==> config.mk <==
export PLATFORM = sky130hd
export DESIGN_NAME = neighbor_table_with_aging_core
export DESIGN_NICKNAME = d
export VERILOG_FILES = /design/src/rtl/core/ntwa_pkg.sv /design/src/rtl/core/ntwa_cell.sv /design/src/rtl/core/ntwa_div.sv /design/src/rtl/core/neighbor_table_with_aging_core.sv
export SDC_FILE = /design/constraint.sdc
export NUM_CORES = 2
export LEC_CHECK = 0
export BUFFER_PORTS_ARGS = -buffer_cell sky130_fd_sc_hd__buf_4
export CORE_MARGIN = 2
export CORE_UTILIZATION = 64
export DETAILED_ROUTE_END_ITERATION = 10
export PLACE_DENSITY = 0.82
export SYNTH_ARGS = -nofsm -noshare
export SYNTH_HDL_FRONTEND = slang
export SYNTH_SLANG_ARGS = --single-unit
export TNS_END_PERCENT = 20
==> constraint.sdc <==
create_clock -name clk -period 10.5 [get_ports clk]
set_input_delay 2.1 -clock clk [delete_from_list [all_inputs] [get_ports clk]]
set_output_delay 2.1 -clock clk [all_outputs]
set_load 0.01 [all_outputs]
==> src/rtl/core/ntwa_pkg.sv <==
// Shared request codes, constants and chain types of the neighbor table.
package ntwa_pkg;

	localparam logic [1:0] REQ_ADD   = 2'd0;
	localparam logic [1:0] REQ_PURGE = 2'd1;
	localparam logic [1:0] REQ_AVG   = 2'd2;

	localparam int ADDR_W   = 31;
	localparam int SIG_W    = 16;
	localparam int TICK_W   = 32;
	localparam int SLOT_W   = 4;
	localparam int DROP_W   = 5;
	localparam int S_DATA_W = 80;
	localparam int M_DATA_W = 32;

	localparam logic [TICK_W-1:0] AGE_LIMIT_RST = 32'd1000000;

	typedef struct packed {
		logic [1:0]        kind;
		logic [ADDR_W-1:0] addr;
		logic [SIG_W-1:0]  sig;
		logic [TICK_W-1:0] now;
		logic [TICK_W-1:0] limit;
	} req_bc_t;

	typedef struct packed {
		logic v;
		logic hit;
		logic tgt_ok;
	} scan_flags_t;

endpackage

==> src/rtl/core/ntwa_cell.sv <==
// One table entry of the neighbor chain with its slice of the scan token.
module ntwa_cell
	import ntwa_pkg::*;
#(
	parameter int DEPTH    = 16,
	parameter int CELL_IDX = 0
) (
	input  logic                                       clk,
	input  logic                                       arst_n,
	input  req_bc_t                                    req,
	input  logic                                       wr_en,
	input  logic [((DEPTH > 1) ? $clog2(DEPTH) : 1)-1:0] wr_idx,
	input  scan_flags_t                                flg_in,
	input  logic [((DEPTH > 1) ? $clog2(DEPTH) : 1)-1:0] tgt_in,
	input  logic [$clog2(DEPTH+1)-1:0]                 drop_in,
	input  logic [SIG_W+$clog2(DEPTH+1)-1:0]           sum_in,
	input  logic [$clog2(DEPTH+1)-1:0]                 cnt_in,
	output scan_flags_t                                flg_out,
	output logic [((DEPTH > 1) ? $clog2(DEPTH) : 1)-1:0] tgt_out,
	output logic [$clog2(DEPTH+1)-1:0]                 drop_out,
	output logic [SIG_W+$clog2(DEPTH+1)-1:0]           sum_out,
	output logic [$clog2(DEPTH+1)-1:0]                 cnt_out
);

	localparam int IDX_W = (DEPTH > 1) ? $clog2(DEPTH) : 1;
	localparam int CNT_W = $clog2(DEPTH+1);
	localparam int SUM_W = SIG_W + CNT_W;
	localparam logic [IDX_W-1:0] MY_IDX = IDX_W'(CELL_IDX);

	logic              valid_q;
	logic [ADDR_W-1:0] addr_q;
	logic [TICK_W-1:0] stamp_q;
	logic [SIG_W-1:0]  sig_q;

	scan_flags_t       flg_n;
	logic [IDX_W-1:0]  tgt_n;
	logic [CNT_W-1:0]  drop_n;
	logic [SUM_W-1:0]  sum_n;
	logic [CNT_W-1:0]  cnt_n;
	logic              match;
	logic              expired;
	logic              expire;
	logic              wr_hit;

	assign wr_hit  = wr_en && (wr_idx == MY_IDX);
	assign match   = valid_q && (addr_q == req.addr);
	assign expired = valid_q &&
		(({1'b0, stamp_q} + {1'b0, req.limit}) < {1'b0, req.now});

	always_comb begin
		flg_n  = flg_in;
		tgt_n  = tgt_in;
		drop_n = drop_in;
		sum_n  = sum_in;
		cnt_n  = cnt_in;
		expire = 1'b0;
		if (flg_in.v) begin
			case (req.kind)
				REQ_ADD: begin
					if (!flg_in.hit) begin
						if (match) begin
							flg_n.hit    = 1'b1;
							flg_n.tgt_ok = 1'b1;
							tgt_n        = MY_IDX;
						end else if (!valid_q && !flg_in.tgt_ok) begin
							flg_n.tgt_ok = 1'b1;
							tgt_n        = MY_IDX;
						end
					end
				end
				REQ_PURGE: begin
					if (expired) begin
						expire = 1'b1;
						drop_n = drop_in + CNT_W'(1);
					end
				end
				REQ_AVG: begin
					if (valid_q) begin
						sum_n = sum_in + {{(SUM_W-SIG_W){sig_q[SIG_W-1]}}, sig_q};
						cnt_n = cnt_in + CNT_W'(1);
					end
				end
				default: begin
				end
			endcase
		end
	end

	always_ff @(posedge clk or negedge arst_n) begin
		if (!arst_n) begin
			valid_q   <= 1'b0;
			flg_out   <= '0;
		end else begin
			flg_out <= flg_n;
			if (wr_hit) begin
				valid_q <= 1'b1;
			end else if (expire) begin
				valid_q <= 1'b0;
			end
		end
	end

	always_ff @(posedge clk) begin
		tgt_out  <= tgt_n;
		drop_out <= drop_n;
		sum_out  <= sum_n;
		cnt_out  <= cnt_n;
		if (wr_hit) begin
			addr_q  <= req.addr;
			stamp_q <= req.now;
			sig_q   <= req.sig;
		end
	end

endmodule

==> src/rtl/core/ntwa_div.sv <==
// Iterative signed-by-unsigned divider for the mean signal level.
module ntwa_div
	import ntwa_pkg::*;
#(
	parameter int NUM_W = 21,
	parameter int DEN_W = 5
) (
	input  logic             clk,
	input  logic             arst_n,
	input  logic             start,
	input  logic [NUM_W-1:0] num,
	input  logic [DEN_W-1:0] den,
	output logic             done,
	output logic [SIG_W-1:0] quo
);

	localparam int STEP_W = $clog2(NUM_W+1);

	logic              busy_q;
	logic              done_q;
	logic [STEP_W-1:0] step_q;
	logic [DEN_W-1:0]  rem_q;
	logic [DEN_W-1:0]  den_q;
	logic [NUM_W-1:0]  quo_q;
	logic              neg_q;

	logic [DEN_W:0]    trial;
	logic              take;
	logic [NUM_W-1:0]  mag;
	logic [NUM_W-1:0]  signed_quo;

	assign mag        = num[NUM_W-1] ? (~num + NUM_W'(1)) : num;
	assign trial      = {rem_q, quo_q[NUM_W-1]};
	assign take       = trial >= {1'b0, den_q};
	assign signed_quo = neg_q ? (~quo_q + NUM_W'(1)) : quo_q;
	assign quo        = signed_quo[SIG_W-1:0];
	assign done       = done_q;

	always_ff @(posedge clk or negedge arst_n) begin
		if (!arst_n) begin
			busy_q <= 1'b0;
			done_q <= 1'b0;
			step_q <= '0;
		end else begin
			done_q <= 1'b0;
			if (start) begin
				busy_q <= 1'b1;
				step_q <= '0;
			end else if (busy_q) begin
				step_q <= step_q + STEP_W'(1);
				if (step_q == STEP_W'(NUM_W-1)) begin
					busy_q <= 1'b0;
					done_q <= 1'b1;
				end
			end
		end
	end

	always_ff @(posedge clk) begin
		if (start) begin
			rem_q <= '0;
			den_q <= den;
			quo_q <= mag;
			neg_q <= num[NUM_W-1];
		end else if (busy_q) begin
			rem_q <= take ? DEN_W'(trial - {1'b0, den_q}) : trial[DEN_W-1:0];
			quo_q <= {quo_q[NUM_W-2:0], take};
		end
	end

endmodule

==> src/rtl/core/neighbor_table_with_aging_core.sv <==
// Top level of the neighbor table with timeout aging.
//
// Requests arrive on the s_ stream: tuser carries the request kind (add or
// refresh, purge expired, average query), tdata the address, signal level
// and current time. Each request yields one result transaction on the m_
// stream. cfg_wr_en/cfg_wr_data set the age limit; the user must write it
// only while the block is idle, which the block itself does not enforce.
// A request is taken only when no earlier request is still in process;
// a result waiting in the output register does not block the next request.
// A scan token walks the chain of TABLE_DEPTH entry cells, one cell per
// cycle; an average over a non-empty table then adds the serial divider,
// one quotient bit per cycle, before its result is loaded.
// A stalled receiver holds the result in the output register; a finished
// request then waits there before its result is loaded.
// Reset clears all entry valid marks, restores the age limit to 1000000
// and empties the output register.
module neighbor_table_with_aging_core
	import ntwa_pkg::*;
#(
	parameter int TABLE_DEPTH = 16
) (
	input  logic                clk,
	input  logic                arst_n,
	input  logic                cfg_wr_en,
	input  logic [TICK_W-1:0]   cfg_wr_data,
	input  logic                s_tvalid,
	output logic                s_tready,
	// node_address[30:0], signal_level[46:31], now_ticks[78:47], zero[79]
	input  logic [S_DATA_W-1:0] s_tdata,
	// req_type[1:0]
	input  logic [1:0]          s_tuser,
	output logic                m_tvalid,
	input  logic                m_tready,
	// slot[3:0], found[4], full_res[5], dropped_count[10:6],
	// mean_signal[26:11], mean_valid[27], zero[31:28]
	output logic [M_DATA_W-1:0] m_tdata
);

	localparam int IDX_W = (TABLE_DEPTH > 1) ? $clog2(TABLE_DEPTH) : 1;
	localparam int CNT_W = $clog2(TABLE_DEPTH+1);
	localparam int SUM_W = SIG_W + CNT_W;

	localparam logic [1:0] ST_IDLE = 2'd0;
	localparam logic [1:0] ST_SCAN = 2'd1;
	localparam logic [1:0] ST_DIV  = 2'd2;
	localparam logic [1:0] ST_PUT  = 2'd3;

	logic [1:0]        state_q;
	logic              launch_q;
	logic [TICK_W-1:0] age_limit_q;
	logic [1:0]        kind_q;
	logic [ADDR_W-1:0] addr_q;
	logic [SIG_W-1:0]  sig_q;
	logic [TICK_W-1:0] now_q;

	logic [SLOT_W-1:0] res_slot_q;
	logic              res_found_q;
	logic              res_full_q;
	logic [DROP_W-1:0] res_drop_q;
	logic [SIG_W-1:0]  res_mean_q;
	logic              res_mvalid_q;

	logic                m_tvalid_q;
	logic [M_DATA_W-1:0] m_tdata_q;

	req_bc_t     req;
	scan_flags_t flg  [0:TABLE_DEPTH];
	logic [IDX_W-1:0] tgt  [0:TABLE_DEPTH];
	logic [CNT_W-1:0] drop [0:TABLE_DEPTH];
	logic [SUM_W-1:0] sum  [0:TABLE_DEPTH];
	logic [CNT_W-1:0] cnt  [0:TABLE_DEPTH];

	logic             s_fire;
	logic             scan_end;
	logic             wr_en;
	logic             div_start;
	logic             div_done;
	logic [SIG_W-1:0] div_quo;
	logic             out_free;

	assign s_tready  = (state_q == ST_IDLE);
	assign s_fire    = s_tvalid && s_tready;
	assign scan_end  = (state_q == ST_SCAN) && flg[TABLE_DEPTH].v;
	assign wr_en     = scan_end && (kind_q == REQ_ADD) && flg[TABLE_DEPTH].tgt_ok;
	assign div_start = scan_end && (kind_q == REQ_AVG) && (cnt[TABLE_DEPTH] != '0);
	assign out_free  = !m_tvalid_q || m_tready;
	assign m_tvalid  = m_tvalid_q;
	assign m_tdata   = m_tdata_q;

	assign req.kind  = kind_q;
	assign req.addr  = addr_q;
	assign req.sig   = sig_q;
	assign req.now   = now_q;
	assign req.limit = age_limit_q;

	assign flg[0].v      = launch_q;
	assign flg[0].hit    = 1'b0;
	assign flg[0].tgt_ok = 1'b0;
	assign tgt[0]        = '0;
	assign drop[0]       = '0;
	assign sum[0]        = '0;
	assign cnt[0]        = '0;

	for (genvar gi = 0; gi < TABLE_DEPTH; gi++) begin : g_cell
		ntwa_cell #(
			.DEPTH   (TABLE_DEPTH),
			.CELL_IDX(gi)
		) u_cell (
			.clk     (clk),
			.arst_n  (arst_n),
			.req     (req),
			.wr_en   (wr_en),
			.wr_idx  (tgt[TABLE_DEPTH]),
			.flg_in  (flg[gi]),
			.tgt_in  (tgt[gi]),
			.drop_in (drop[gi]),
			.sum_in  (sum[gi]),
			.cnt_in  (cnt[gi]),
			.flg_out (flg[gi+1]),
			.tgt_out (tgt[gi+1]),
			.drop_out(drop[gi+1]),
			.sum_out (sum[gi+1]),
			.cnt_out (cnt[gi+1])
		);
	end

	ntwa_div #(
		.NUM_W(SUM_W),
		.DEN_W(CNT_W)
	) u_div (
		.clk   (clk),
		.arst_n(arst_n),
		.start (div_start),
		.num   (sum[TABLE_DEPTH]),
		.den   (cnt[TABLE_DEPTH]),
		.done  (div_done),
		.quo   (div_quo)
	);

	always_ff @(posedge clk or negedge arst_n) begin
		if (!arst_n) begin
			state_q     <= ST_IDLE;
			launch_q    <= 1'b0;
			age_limit_q <= AGE_LIMIT_RST;
			m_tvalid_q  <= 1'b0;
		end else begin
			launch_q <= s_fire;
			if (cfg_wr_en) begin
				age_limit_q <= cfg_wr_data;
			end
			if ((state_q == ST_PUT) && out_free) begin
				m_tvalid_q <= 1'b1;
			end else if (m_tready) begin
				m_tvalid_q <= 1'b0;
			end
			case (state_q)
				ST_IDLE: begin
					if (s_fire) begin
						state_q <= ST_SCAN;
					end
				end
				ST_SCAN: begin
					if (scan_end) begin
						state_q <= div_start ? ST_DIV : ST_PUT;
					end
				end
				ST_DIV: begin
					if (div_done) begin
						state_q <= ST_PUT;
					end
				end
				ST_PUT: begin
					if (out_free) begin
						state_q <= ST_IDLE;
					end
				end
				default: begin
					state_q <= ST_IDLE;
				end
			endcase
		end
	end

	always_ff @(posedge clk) begin
		if (s_fire) begin
			kind_q <= s_tuser;
			addr_q <= s_tdata[30:0];
			sig_q  <= s_tdata[46:31];
			now_q  <= s_tdata[78:47];
		end
		if (scan_end) begin
			res_mean_q   <= '0;
			res_mvalid_q <= 1'b0;
			case (kind_q)
				REQ_ADD: begin
					res_slot_q  <= flg[TABLE_DEPTH].tgt_ok ? SLOT_W'(tgt[TABLE_DEPTH]) : '0;
					res_found_q <= flg[TABLE_DEPTH].hit;
					res_full_q  <= !flg[TABLE_DEPTH].tgt_ok;
					res_drop_q  <= '0;
				end
				REQ_PURGE: begin
					res_slot_q  <= '0;
					res_found_q <= 1'b0;
					res_full_q  <= 1'b0;
					res_drop_q  <= DROP_W'(drop[TABLE_DEPTH]);
				end
				default: begin
					res_slot_q  <= '0;
					res_found_q <= 1'b0;
					res_full_q  <= 1'b0;
					res_drop_q  <= '0;
				end
			endcase
		end else if ((state_q == ST_DIV) && div_done) begin
			res_mean_q   <= div_quo;
			res_mvalid_q <= 1'b1;
		end
		if ((state_q == ST_PUT) && out_free) begin
			m_tdata_q <= {4'b0, res_mvalid_q, res_mean_q, res_drop_q,
				res_full_q, res_found_q, res_slot_q};
		end
	end

endmodule

==> reports/qor.yml <==
crit_fanout: 17
yosys.area.top_type: "edfxtp_1"
clkSlewWorstSetupHoldPaths_ns: 0.06
vias: 86980
drv_cap: 0
hp-class: "flop to flop"
hp-start: "g_cell[6].u_cell.tgt_out[0]"
cts-resized-gates: 0
crit_type: "flop to flop"
run_status: "finished, final reports clean"
numCtsBuffers: 210
synthTopCellsByArea: "edfxtp_1 36%, ha_1 14%, dfxtp_1 9.1%"
postCtsSetupBuffers: 0
post_synth.cell_area_avg_um2: 11.02
wl_mm: 302.1
p_per_area_nw_per_um2: 163.2
synth_simple_gate_area_share_pct: 10.93
tritoncts: "done"
clock_sinks: 2056
areaGrowthSynthToFinish_pct: 10.14
holdBufCountCts: 0
synth_top_area_share_pct: 35.85
netlist_instances: 10730
synth.distinct_cells: 90
timing.hold.ws_ns: 0.4055
cts_root_buffer: "clkbuf_16"
synth_edf_count: 1411
ios: 153
synth_compound_area_share_pct: 14.82
nets: 12550
synth_mux_area_share_pct: 0.7708
grt_setup_unrepaired: "no"
antenna_found_initial: 9
yosysMostFrequentCell: "edfxtp_1"
coreArea_um2: 183300
tightest_slew_ns: 1.338
rows: 157
die_w_um: 433.7
cp.required_ns: 11.25
io_buffers: 147
grt_pass1_wl_mm: 464.4
hold_viol: 0
clockBufferDepth: 3
clkLatencyLatePin_ns: 0.90
fin_crit_sh_pct: 70.78
ys_top_cells_by_count: "1,411 x edfxtp_1, 1,342 x ha_1, 845 x xnor2_1"
startpoint_type: "flop"
h-tree-depth: 4
peakVddDrop_mv: 0.1760
drive_gt1_share_pct: 7.206
crit_path_frequent_cell: "a21o_1"
synth_xor_area_share_pct: 9.664
drv_slew: 0
cp-end-kind: "flop"
wl_per_cell_um: 22.03
rr_startpoint: "age_limit_q[1]"
drtPass1Iterations: 7
drt-vias-per-instance: 6.344
setup_viol: 0
synth-seq-area-share_pct: 47.24
drc: 0
gr-total-overflow: 0
grt_pass1_vias: 86880
dieArea_um2: 188100
synth_warnings: 0
period_minus_slack_ns: 7.432
leakage_uw: 0.05271
max_stage_delay_ns: 1.10
track_usage_pct: 31.62
cp.arrival_ns: 8.18
cpMaxStageDelayCell: "a211oi_1"
tns_ns: 0
ys_seq_elements: 2056
postRouteAntennaNets: 0
gp_congestion: 0.9479
dieHeight_um: 433.7
dp_hpwl_mm: 217.2
drt_iter0_markers: 7340
async_flop_share_pct: 5.204
post_synth_fa_ha_maj_area_fraction_pct: 14.75
slew_headroom_pct: 10.26
grt_max_degree: 80
initial_core_util_pct: 64.48
crit_path_start: "age_limit_q[1]"
synth_top_family_by_area: "compound AO/OA/AOI/OAI gates"
finalClockSkew_ns: 0.09264
synthFlopType: "edfxtp_1"
fmax_mhz: 134.6
syn_area_um2: 118200
logic make-up after synthesis:
family | count (synthesis)
adders and majority gates | 1374
and+or+nand+nor | 2605
muxes | 83
other | 1
AOI/OAI and AO/OA | 2735
xor gates and xnor gates | 1304
buffers and inverters | 569
DFF | 2056
critical path, delay by kind of cell (launching register included):
kind / cells / cell delay [ns]
AOI/OAI and AO/OA: 15 / 4.34
buffers and inverters: 3 / 0.97
adders and majority gates: 2 / 0.76
and+or+nand+nor: 3 / 0.55
xor gates and xnor gates: 2 / 0.34
DFF: 1 / 0.32
placed cells by master, fill, tap and decap left out, types with 51 or more instances in the layout:
cell type  synthesis  final
o21a_1           121    121
dfxtp_1          538    538
nor2b_1          145    144
buf_4              4    309
o21ai_0          638    638
a31oi_1           73     73
clkbuf_1         186     51
nand3_1          210    210
nand2_1          747    747
a211oi_1         125    125
dfrtp_1          100    100
nand4_1          245    245
xnor2_1          845    845
a21oi_1          724    724
ha_1            1342   1342
a21o_1           447    447
and3_1           103    103
edfxtp_1        1411   1411
o31ai_1           82     82
and2_1            70     69
mux2_2            64     64
inv_1            376    376
nor4_1            82     81
xor2_1           459    459
clkbuf_16          0    221
o21bai_1         114    114
nor3_1           182    178
nor2_1           480    467
nand2b_1         158    158
stage by stage:
stage / instance area (um^2) / cells / utilization, % / setup slack (ns) / power (uW)
6_report: 130200 / 13710 / 71.02 / 3.068 / 21250
5_1_grt: 130200 / 13710 / 71.02 / 2.620 / 22090
4_1_cts: 130200 / 13710 / 71.01 / 3.144 / 21270
3_5_place_dp: 123000 / 13310 / 67.10 / 3.220 / 13710
3_3_place_gp: 123000 / 13310 / 67.10 / 3.309 / 13520
2_1_floorplan: 118200 / 10730 / - / 3.182 / 12250
worst paths after layout:
path / endpoint / slack (ns) / cells after the start
worst max-delay path: g_cell[15].u_cell.drop_out[3] / 3.07 / 25
worst min-delay path: g_cell[7].u_cell.tgt_out[0] / 0.41 / 1
worst max register to register: g_cell[15].u_cell.drop_out[3] / 3.07 / 25
worst min register to register: g_cell[7].u_cell.tgt_out[0] / 0.41 / 1
max in group asynchronous: g_cell[1].u_cell.valid_q / 7.82 / 2
min in group asynchronous: age_limit_q[5] / 1.24 / 1
per-layer routing:
layer	part of all wire (%)	track usage (%)
met2	48	54.06
met4	4.6	14.35
met3	7.6	4.602
met5	0	0
met1	40	39.71
registers in the layout (all words and copies together), names as in the netlist, 16 cells and up:
name	flops
g_cell.u_cell.flg_out	48
g_cell.u_cell.valid_q	16
g_cell.u_cell.sum_out	327
res_mean_q	16
m_tdata	28
g_cell.u_cell.addr_q	496
age_limit_q	32
g_cell.u_cell.cnt_out	70
sig_q	16
g_cell.u_cell.stamp_q	512
g_cell.u_cell.drop_out	70
g_cell.u_cell.tgt_out	49
addr_q	31
u_div.quo_q	21
g_cell.u_cell.sig_q	256
now_q	32
final cells by class:
type | count | area (um^2)
inverter | 376 | 1411
fill | 12320 | 53110
clock inverter | 89 | 991.0
antenna | 4 | 10.01
sequential | 2056 | 55830
multi-input combinational | 8105 | 60330
timing repair buffer | 310 | 2331
tap | 2464 | 3083
clock buffer | 305 | 6176
where the power goes:
group	switching, uW	internal [uW]	total, uW
clock	3190	4410	7600
combinational	2610	1720	4330
sequential	291	9030	9320
Power figures use the tool's default switching activity.
